### src/rtl/lots_pkg.sv
// Shared constants and cell control type for the letter-order topological sort.
package lots_pkg;

  localparam int unsigned NodeCountDef = 26;
  localparam int unsigned LetterW      = 5;

  typedef struct packed {
    logic rot;      // rotate rows one cell toward cell 0
    logic clr;      // clear row
    logic deg_clr;  // clear in-degree
  } lots_ctrl_t;

endpackage

### src/rtl/lots_cell.sv
// One node cell: holds its adjacency row and its in-degree counter.
module lots_cell #(
  parameter int unsigned NODE_COUNT = lots_pkg::NodeCountDef
) (
  input  logic                          clk_i,
  input  logic                          rst_ni,
  input  lots_pkg::lots_ctrl_t          ctrl_i,
  input  logic                          set_i,
  input  logic [NODE_COUNT-1:0]         set_col_i,
  input  logic [NODE_COUNT-1:0]         row_i,
  input  logic                          inc_i,
  input  logic                          dec_i,
  output logic [NODE_COUNT-1:0]         row_o,
  output logic [$clog2(NODE_COUNT)-1:0] deg_o
);
  import lots_pkg::*;

  localparam int unsigned DW = $clog2(NODE_COUNT);

  logic [NODE_COUNT-1:0] row_q, row_d;
  logic [DW-1:0]         deg_q, deg_d;

  always_comb begin
    row_d = row_q;
    if (ctrl_i.clr) begin
      row_d = '0;
    end else if (ctrl_i.rot) begin
      row_d = row_i;
    end else if (set_i) begin
      row_d = row_q | set_col_i;
    end
    deg_d = deg_q;
    if (ctrl_i.deg_clr) begin
      deg_d = '0;
    end else if (inc_i) begin
      deg_d = deg_q + DW'(1);
    end else if (dec_i) begin
      deg_d = deg_q - DW'(1);
    end
  end

  always_ff @(posedge clk_i or negedge rst_ni) begin
    if (!rst_ni) begin
      row_q <= '0;
    end else begin
      row_q <= row_d;
    end
  end

  always_ff @(posedge clk_i) begin
    deg_q <= deg_d;
  end

  assign row_o = row_q;
  assign deg_o = deg_q;

endmodule

### src/rtl/letter_order_topological_sort_core.sv
// Top level: letter stream to adjacency cells, Kahn sort sequencer, result register.
//
// Input channel (in_valid_i / in_stall_o): words of op, letter and starts_word.
// A letter word sets at most one edge bit in the row of the previous letter. A
// finish word starts the sort; in_stall_o stays high until the last result of
// the run has been loaded into the output register.
// Output channel (out_valid_o / out_stall_i): one word per ordered node, the
// final one with last_o set and acyclic_o telling whether every node was
// ordered; with no orderable node a single word with node_valid_o low.
// Sort steps: the rows rotate once around the cell chain to count in-degrees,
// every node of in-degree zero is seeded into the queue, then per ordered node
// come a queue read, a scan of its row one column per cycle and an emit
// step; the per-column scan of each popped row dominates the sort time. A stall
// on the output holds the emit step and so the sequencer. Reset (rst_ni,
// asynchronous) clears the matrix, word tracking and handshake state; the
// matrix is also cleared after every finish.
module letter_order_topological_sort_core #(
  parameter int unsigned NODE_COUNT = lots_pkg::NodeCountDef
) (
  input  logic                        clk_i,
  input  logic                        rst_ni,
  input  logic                        in_valid_i,
  output logic                        in_stall_o,
  input  logic                        op_i,
  input  logic [lots_pkg::LetterW-1:0] letter_i,
  input  logic                        starts_word_i,
  output logic                        out_valid_o,
  input  logic                        out_stall_i,
  output logic [lots_pkg::LetterW-1:0] node_o,
  output logic                        node_valid_o,
  output logic                        last_o,
  output logic                        acyclic_o
);
  import lots_pkg::*;

  localparam int unsigned IW = $clog2(NODE_COUNT);
  localparam int unsigned CW = IW + 1;

  typedef enum logic [2:0] {
    StIdle, StCount, StSeed, StPop, StScan, StEmit, StEmpty
  } state_e;

  state_e            state_q;
  logic [IW-1:0]     cnt_q;
  logic [CW-1:0]     head_q, tail_q;
  logic [LetterW-1:0] prev_q;
  logic              prev_valid_q;
  logic [IW-1:0]     rd_q;
  logic [IW-1:0]     q_mem [NODE_COUNT];

  logic              out_valid_q, node_valid_q, last_q, acyclic_q;
  logic [LetterW-1:0] node_q;

  logic [NODE_COUNT-1:0] rows_w [NODE_COUNT];
  logic [IW-1:0]         deg_w  [NODE_COUNT];
  logic [NODE_COUNT-1:0] set_col, dec_vec;
  lots_ctrl_t            ctrl;

  logic in_acc, letter_ok, set_en, out_free, scan_bit, push;
  logic [IW-1:0] push_idx;
  logic cnt_end;

  assign in_stall_o = (state_q != StIdle);
  assign in_acc     = in_valid_i && (state_q == StIdle);
  assign letter_ok  = (32'(letter_i) < 32'(NODE_COUNT));
  assign set_en     = in_acc && !op_i && letter_ok && !starts_word_i && prev_valid_q
                      && (prev_q != letter_i);
  assign set_col    = NODE_COUNT'(1) << letter_i;
  assign out_free   = !out_valid_q || !out_stall_i;
  assign cnt_end    = (32'(cnt_q) == NODE_COUNT - 1);
  assign scan_bit   = rows_w[rd_q][cnt_q];
  assign dec_vec    = (state_q == StScan && scan_bit) ? (NODE_COUNT'(1) << cnt_q) : '0;

  always_comb begin
    ctrl.rot     = (state_q == StCount);
    ctrl.clr     = 1'b0;
    ctrl.deg_clr = in_acc && op_i;
    if (state_q == StEmpty && out_free) ctrl.clr = 1'b1;
    if (state_q == StEmit && out_free && head_q == tail_q) ctrl.clr = 1'b1;
    push     = 1'b0;
    push_idx = cnt_q;
    if (state_q == StSeed && deg_w[cnt_q] == '0) push = 1'b1;
    if (state_q == StScan && scan_bit && deg_w[cnt_q] == IW'(1)) push = 1'b1;
  end

  for (genvar k = 0; k < NODE_COUNT; k++) begin : g_cell
    lots_cell #(.NODE_COUNT(NODE_COUNT)) u_cell (
      .clk_i     (clk_i),
      .rst_ni    (rst_ni),
      .ctrl_i    (ctrl),
      .set_i     (set_en && (32'(prev_q) == k)),
      .set_col_i (set_col),
      .row_i     (rows_w[(k + 1) % NODE_COUNT]),
      .inc_i     ((state_q == StCount) && rows_w[0][k]),
      .dec_i     (dec_vec[k]),
      .row_o     (rows_w[k]),
      .deg_o     (deg_w[k])
    );
  end

  // Ready queue storage
  always_ff @(posedge clk_i) begin
    if (push) q_mem[tail_q[IW-1:0]] <= push_idx;
    if (state_q == StPop) rd_q <= q_mem[head_q[IW-1:0]];
  end

  always_ff @(posedge clk_i or negedge rst_ni) begin
    if (!rst_ni) begin
      state_q      <= StIdle;
      cnt_q        <= '0;
      head_q       <= '0;
      tail_q       <= '0;
      prev_q       <= '0;
      prev_valid_q <= 1'b0;
      out_valid_q  <= 1'b0;
    end else begin
      // the emit states load the output register themselves
      if (out_valid_q && !out_stall_i && state_q != StEmit && state_q != StEmpty)
        out_valid_q <= 1'b0;
      if (push) tail_q <= tail_q + CW'(1);
      unique case (state_q)
        StIdle: begin
          if (in_acc) begin
            if (op_i) begin
              state_q <= StCount;
              cnt_q   <= '0;
              head_q  <= '0;
              tail_q  <= '0;
            end else if (!letter_ok) begin
              prev_valid_q <= 1'b0;
            end else begin
              prev_q       <= letter_i;
              prev_valid_q <= 1'b1;
            end
          end
        end
        StCount: begin
          if (cnt_end) begin
            cnt_q   <= '0;
            state_q <= StSeed;
          end else begin
            cnt_q <= cnt_q + IW'(1);
          end
        end
        StSeed: begin
          if (cnt_end) begin
            cnt_q   <= '0;
            state_q <= (tail_q == '0 && !push) ? StEmpty : StPop;
          end else begin
            cnt_q <= cnt_q + IW'(1);
          end
        end
        StPop: begin
          head_q  <= head_q + CW'(1);
          cnt_q   <= '0;
          state_q <= StScan;
        end
        StScan: begin
          cnt_q <= cnt_q + IW'(1);
          if (cnt_end) state_q <= StEmit;
        end
        StEmit: begin
          if (out_free) begin
            out_valid_q  <= 1'b1;
            node_q       <= LetterW'(rd_q);
            node_valid_q <= 1'b1;
            last_q       <= (head_q == tail_q);
            acyclic_q    <= (head_q == tail_q) && (head_q == CW'(NODE_COUNT));
            if (head_q == tail_q) begin
              prev_valid_q <= 1'b0;
              state_q      <= StIdle;
            end else begin
              state_q <= StPop;
            end
          end
        end
        StEmpty: begin
          if (out_free) begin
            out_valid_q  <= 1'b1;
            node_q       <= '0;
            node_valid_q <= 1'b0;
            last_q       <= 1'b1;
            acyclic_q    <= 1'b0;
            prev_valid_q <= 1'b0;
            state_q      <= StIdle;
          end
        end
        default: state_q <= StIdle;
      endcase
    end
  end

  assign out_valid_o  = out_valid_q;
  assign node_o       = node_q;
  assign node_valid_o = node_valid_q;
  assign last_o       = last_q;
  assign acyclic_o    = acyclic_q;

endmodule

### config.mk
export PLATFORM = sky130hd
export DESIGN_NAME = letter_order_topological_sort_core
export DESIGN_NICKNAME = d
export VERILOG_FILES = /design/src/rtl/lots_pkg.sv /design/src/rtl/lots_cell.sv /design/src/rtl/letter_order_topological_sort_core.sv
export SDC_FILE = /design/constraint.sdc
export NUM_CORES = 2
export LEC_CHECK = 0
export BUFFER_PORTS_ARGS = -buffer_cell sky130_fd_sc_hd__buf_2
export CORE_UTILIZATION = 40
export CTS_BUF_LIST = sky130_fd_sc_hd__clkbuf_16
export CTS_CLUSTER_DIAMETER = 40
export DETAILED_ROUTE_END_ITERATION = 7
export HOLD_SLACK_MARGIN = 0.03
export MAX_ROUTING_LAYER = met4
export SKIP_CTS_REPAIR_TIMING = 1
export SYNTH_ARGS = -nofsm -noshare
export SYNTH_HDL_FRONTEND = slang
export SYNTH_SLANG_ARGS = --single-unit
### constraint.sdc
create_clock -name clk_i -period 3.46 [get_ports clk_i]
set_input_delay 0.346 -clock clk_i [delete_from_list [all_inputs] [get_ports clk_i]]
set_output_delay 0.346 -clock clk_i [all_outputs]
set_load 0.02 [all_outputs]
[Word level (Yosys, flattened, before mapping)]
Memories as Yosys holds them, arrays and structs flattened. A register that Yosys moved wholly into a read port is not among the register bits.
Cells that the tools add are included.
Operators by class
  shift-type cells: 2
  multipliers: 0
  $lt $le $gt $ge: 4
  mux-type cells: 185
  divide/modulo/power cells: 0
  add/sub/neg operators: 55
  reduce and logical (&&, ||, !) cells: 145
  bitwise logic cells: 29
  eq/ne operators: 47
Operators by type and width (count)
  $mux 26: 81
  $or 26x26->26: 26
  $mux 5: 59
  $add 5x1->5 const B: 27
  $bmux 26 s5: 1
  $sub 5x1->5 const B: 26
  $reduce_bool 3->1: 28
  $logic_and 1x1->1: 70
  $reduce_bool 2->1: 28
  $eq 5x5->1 const B: 11
  $shl 1x5->26 const A: 2
  $eq 5x4->1 const B: 8
  $mux 6: 6
  $bmux 5 s5: 1
  $mux 3: 8
  $pmux 3 s7: 1
  $eq 5x3->1 const B: 4
  $pmux 5 s4: 1
  $mux 1: 19
  $ne 2x2->1 const B: 7
  $add 6x1->6 const B: 2
  $ge 6x6->1 const B: 2
  $not 5->6: 2
  $pmux 6 s2: 1
  other kinds (29): 46
Storage, ports and cells
  output and inout bits: 10
  bits in latches: 0
  bits in read-only memories: 0
  memories: 1
  bits in registers: 841
  RAM bits: 130
  word-level logic and storage cells: 531
Memories
  q_mem: depth 26, width 5, rd ports 1, clocked after memory_dff 1, write ports 1, RTL line letter_order_topological_sort_core.sv:49  | logic [IW-1:0] q_mem [NODE_COUNT];

[Logic depth before layout (Yosys ltp)]
  word-level depth: 14
  gate-level depth with buffers: 17
  mapped depth without buffers: 10

[Cells and area by module]
From an unflattened synthesis, not the netlist that was laid out.
Second synthesis, totals
  cell total of the unflattened synthesis: 5314
  area, all modules: 54960.2 um2
By module, submodules not included
  lots_cell (g_cell[0].u_cell ...): sequential area each 750.7 um2, times used 25, cells an instance 156, area each 1541.5 um2
  letter_order_topological_sort_core: sequential area each 4969.8 um2, times used 1, cells an instance 1233, area each 14911.8 um2
  lots_cell (g_cell[5].u_cell): sequential area each 750.7 um2, times used 1, cells an instance 181, area each 1511.4 um2

[Least setup slack after synthesis]
Ideal clock, no wire load.
  kind: reg-to-reg
  start point: reg cnt_q[0]
  end point: mem q_mem[22][0] (netlist name), enable pin
  arrival: 3445 ps
  buffers on the path: 2
  required time: 3121 ps
  stages on the path, launching flop included: 11
  slack: -324 ps
  setup time: 339 ps
  cell sequence: dfrtp_1 -> buf_2 -> mux4_2 -> mux4_2 -> a21oi_1 -> o22ai_1 -> a2111oi_0 -> a32o_1 -> buf_6 -> nand2_1 -> nor2_1
On the way
  word-level cells in the longest chain between the ends: 10
RTL lines
  start, declared: RTL line letter_order_topological_sort_core.sv:44  | logic [IW-1:0] cnt_q;
  start signal, assigned: RTL line letter_order_topological_sort_core.sv:142  | cnt_q <= cnt_q + IW'(1);
  start signal, assigned: RTL line letter_order_topological_sort_core.sv:150  | cnt_q <= cnt_q + IW'(1);
  start signal, assigned: RTL line letter_order_topological_sort_core.sv:159  | cnt_q <= cnt_q + IW'(1);
  $not 5->6 (not written as such): RTL line letter_order_topological_sort_core.sv:82, letter_order_topological_sort_core.sv:83
  $bmux 5 s5: RTL line letter_order_topological_sort_core.sv:82, letter_order_topological_sort_core.sv:83
  $mux 5 (not written as such) (2 in a row): RTL line letter_order_topological_sort_core.sv:82, letter_order_topological_sort_core.sv:83
  $logic_not 5->1: RTL line letter_order_topological_sort_core.sv:82  | if (state_q == StSeed && deg_w[cnt_q] == '0) push = 1'b1;
  $logic_and 1x1->1: RTL line letter_order_topological_sort_core.sv:82
  $mux 1: RTL line letter_order_topological_sort_core.sv:82
  $mux 1 *: RTL line letter_order_topological_sort_core.sv:83  | if (state_q == StScan && scan_bit && deg_w[cnt_q] == IW'(1)) push = 1'b1;
  $mux 1 *: RTL line letter_order_topological_sort_core.sv:103  | if (push) q_mem[tail_q[IW-1:0]] <= push_idx;
  $mux 1 (not written as such) *: RTL line letter_order_topological_sort_core.sv:103
  end, declared: RTL line letter_order_topological_sort_core.sv:49
Mark *: on every way between the ends. The rest lies on a longest branch, timed or not. The select of a mux whose other input is x is not followed.

[Worst setup path after layout]
  start point: reg rd_q[0], read port of q_mem
  end point: reg g_cell[17].u_cell.deg_q[2]
On the way
  word-level cells in the longest chain between the ends: 9
RTL lines
  start, declared: RTL line letter_order_topological_sort_core.sv:48  | logic [IW-1:0] rd_q;
  $not 5->6 (not written as such): RTL line letter_order_topological_sort_core.sv:71  | assign scan_bit = rows_w[rd_q][cnt_q];
  $bmux 26 s5: RTL line letter_order_topological_sort_core.sv:71
  $mux 26 (not written as such) (2 in a row): RTL line letter_order_topological_sort_core.sv:71
  $bmux 1 s5: RTL line letter_order_topological_sort_core.sv:71
  $mux 1 (not written as such): RTL line letter_order_topological_sort_core.sv:71
  $logic_and 1x1->1: RTL line letter_order_topological_sort_core.sv:72  | assign dec_vec = (state_q == StScan && scan_bit) ? (NODE_COUNT'(1) << cnt_q) : '0;
  $mux 26: RTL line letter_order_topological_sort_core.sv:72
  $reduce_bool 2->1 (no line)
  end signal, assigned: RTL line lots_cell.sv:51  | deg_q <= deg_d;
  end, declared: RTL line lots_cell.sv:21  | logic [DW-1:0] deg_q, deg_d;
Every way passes these cells. The select of a mux whose other input is x is not followed.
A chain may end at the register's enable or synchronous reset.

==> impl_metrics.tcl <==
set metrics [dict create \
    status "complete, but fails checks" \
    violations "negative setup slack" \
    finalNonFillerCells 6894 \
    r2r_cells 15 \
    period_share_pct 115.2 \
    p_per_area_nw_per_um2 1074 \
    clk_pin_slew_ns 0.06 \
    synth_top_area_share_pct 35.62 \
    holdWs_ns 0.04937 \
    routabilityCongestion 0.9094 \
    io_pins 21 \
    tns_ns -89.58 \
    area_growth_pct 22.40 \
    synthArstFlopShare_pct 72.03 \
    yosys_most_used_dff "dfrtp_1" \
    row_count 128 \
    synth_top_family_by_area "compound AO/OA/AOI/OAI gates" \
    grt_pass1_wl_mm 251.1 \
    end_kind "flop" \
    synth_nets 5054 \
    hold_depth 3 \
    drive_above_1_share_pct 20.46 \
    maxCapViolCount 0 \
    die-height_um 353.4 \
    syn_avg_cell_area_um2 10.03 \
    core_area_um2 122200 \
    io_buffers 20 \
    crit_required_ns 4.10 \
    post_synth_num_cell_types 80 \
    p_leak_nw 25.82 \
    dieWidth_um 353.4 \
    first_iter_violations 4462 \
    max_freq_ghz 0.2509 \
    grt_max_degree 156 \
    firstDrtPassIters 5 \
    vias 40889 \
    wl_per_cell_um 24.20 \
    seq_area_frac_synth_pct 49.58 \
    cp.arrival_ns 4.63 \
    maxSlewHeadroom_pct 16.43 \
    synthTopCellsByArea "dfrtp_1 36%, edfxtp_1 8.7%, mux4_2 8.0%, a21oi_1 7.9%, o21ai_0 7.2%" \
    cts_tree "done" \
    drc_errors 0 \
    synth.area.mux_share_pct 12.02 \
    synth_compound_area_share_pct 19.65 \
    cts_buffers 148 \
    wirelength_mm 166.8 \
    grt_use_total_pct 27.01 \
    fin_util_pct 49.47 \
    dp_hpwl_mm 104.4 \
    syn_area_um2 49390 \
    synth_simple_gate_area_share_pct 9.626 \
    setup_viol 258 \
    worst_setup_path_start_kind "flop" \
    rsz0062_at_grt "true" \
    fin_ws_ns -0.5261 \
    synth_top_area_cell "dfrtp_1" \
    cts_sinks 976 \
    period_minus_slack_ns 3.986 \
    cts_max_level 4 \
    cts_root_buffer "clkbuf_16" \
    synth-edff-count 143 \
    hold_path.class "primary input to flop" \
    first_global_vias 39151 \
    synth_seq_cells 976 \
    synthAdderAreaFrac_pct 3.334 \
    slew_viol_final 0 \
    cp_max_fo 13 \
    critPathKind "flop to flop" \
    vdd.ir_drop.worst_uv 1060 \
    ys_warn_count 0 \
    synth-xor-area-share_pct 2.004 \
    drt-vias-per-instance 5.931 \
    synthCells 4927 \
    tightest_slew_ns 1.254 \
    dp.cells 6581 \
    die_area_um2 124900 \
    detail-route-antenna-nets 0 \
    dpl_worst_slack_ns -0.8718 \
    cts_buffer_depth 3 \
    grt_antenna_before_repair 6 \
    finClkSkew_ns 0.03921 \
    start_util_pct 40.42 \
    report.final.hold_viol_count 0 \
    overflow 0 \
    nets 5270 \
    clock_latency_ns 0.77 \
]
metrics by stage:
step                      cell area [um^2]  total power, mW
after floorplan                      49450            35.75
after global placement               54060            47.41
after detailed placement             54060            47.88
after CTS                            59230            63.73
after global routing                 60450            68.36
final                                60460            64.96
state kept, by name (all words and copies together), names as in the netlist, 3 cells and up:
name and flops:
g_cell.u_cell.row_o 676, g_cell.u_cell.deg_o 130, q_mem 130, head_q 6, tail_q 6, cnt_q 5, node_o 5, prev_q 5
rd_q 5, state_q 3
path summary, 6_finish.rpt:
kind                                                   startpoint                                       to  slack, ns
max                                             rd_q[0]$_DFFE_PP_  g_cell[17].u_cell.deg_o[2]$_SDFFE_PP0P_      -0.53
min                                                   letter_i[3]                    prev_q[3]$_DFFE_PN0P_       0.05
max reg2reg                                     rd_q[0]$_DFFE_PP_  g_cell[17].u_cell.deg_o[2]$_SDFFE_PP0P_      -0.53
min reg2reg                g_cell[5].u_cell.deg_o[4]$_SDFFE_PP0P_   g_cell[5].u_cell.deg_o[4]$_SDFFE_PP0P_       0.47
max in group asynchronous                                  rst_ni                    prev_q[0]$_DFFE_PN0P_       2.06
min in group asynchronous                                  rst_ni  g_cell[20].u_cell.row_o[20]$_DFFE_PN0P_       0.12
final cells by class:
type                       instances  area [um^2]
inverter                          21        78.83
clock buffer                     151         3779
sequential                       976        24490
antenna                            6        15.01
multi-input combinational       3527        24060
fill                           10902        61740
clock inverter                   119         1389
tap                             1625         2033
timing repair buffer             469         4606
critical path: stages, from the launching register on:
cell	delay, ns
edfxtp_1	0.41
buf_12	0.17
buf_6	0.15
buf_12	0.17
mux4_2	0.52
a22o_1	0.27
o211ai_1	0.40
nand3_1	0.14
a2111o_1	0.51
nor4b_4	0.19
buf_12	0.17
buf_4	0.14
buf_12	0.12
a21boi_4	0.21
mux2i_1	0.21
nor2_1	0.06
cells in the final DEF (no fill, tap or decap), drive strengths merged, types with 21 or more instances in the layout:
| cell | Yosys | final |
|---|---|---|
| buf | 69 | 463 |
| nand3 | 32 | 32 |
| nor2 | 879 | 879 |
| xor2 | 63 | 63 |
| dfrtp | 703 | 703 |
| o21ai | 750 | 750 |
| dfxtp | 130 | 130 |
| a22o | 24 | 24 |
| fa | 26 | 26 |
| mux2i | 176 | 176 |
| ha | 90 | 90 |
| a22oi | 35 | 35 |
| a31oi | 21 | 21 |
| bufinv | 0 | 24 |
| clkbuf | 335 | 155 |
| a21oi | 781 | 781 |
| inv | 18 | 58 |
| a21o | 53 | 53 |
| edfxtp | 143 | 143 |
| nand2 | 107 | 107 |
| clkinv | 3 | 43 |
| nor3 | 23 | 23 |
| xnor2 | 50 | 50 |
| mux4 | 176 | 176 |
logic make-up (layout without fill, tap and decap cells):
kind of cell	after synthesis	after routing
AO/OA/AOI/OAI	1776	1777
XOR/XNOR	113	113
adder cells (fa/ha/maj)	116	116
buffers and inverters	425	760
flip-flops	976	976
multiplexers	371	371
other	0	6
AND/OR/NAND/NOR	1150	1150
per-layer routing:
metal | part of all wire, % | vias to the layer above | GRT usage (%)
met5 | 0 | - | -
met4 | 4.0 | 0 | 11.78
met3 | 8.4 | 346 | 5.292
met2 | 45 | 1871 | 39.10
met1 | 43 | 20417 | 36.76
li1 | - | 18255 | -
report_power, final:
part	internal [mW]	total, mW	switching (mW)
Sequential	15.2	18.0	2.76
Combinational	12.1	31.3	19.2
Clock	9.83	15.7	5.84
cell usage after synthesis (19+ instances only):
cell      number
xnor2_1       50
mux4_2       176
o21ai_1       37
ha_1          90
mux2_2        19
buf_2         25
dfxtp_1      130
xor2_1        63
mux2i_1      176
edfxtp_1     143
nand2_1      104
and2_1        19
fa_1          26
a21oi_1      778
a22o_1        23
nor2_1       878
clkbuf_1     335
o21ai_0      713
nand3_1       32
a21o_1        53
a31oi_1       21
nor3_1        23
a22oi_1       35
dfrtp_1      703
Power figures use the tool's default switching activity.
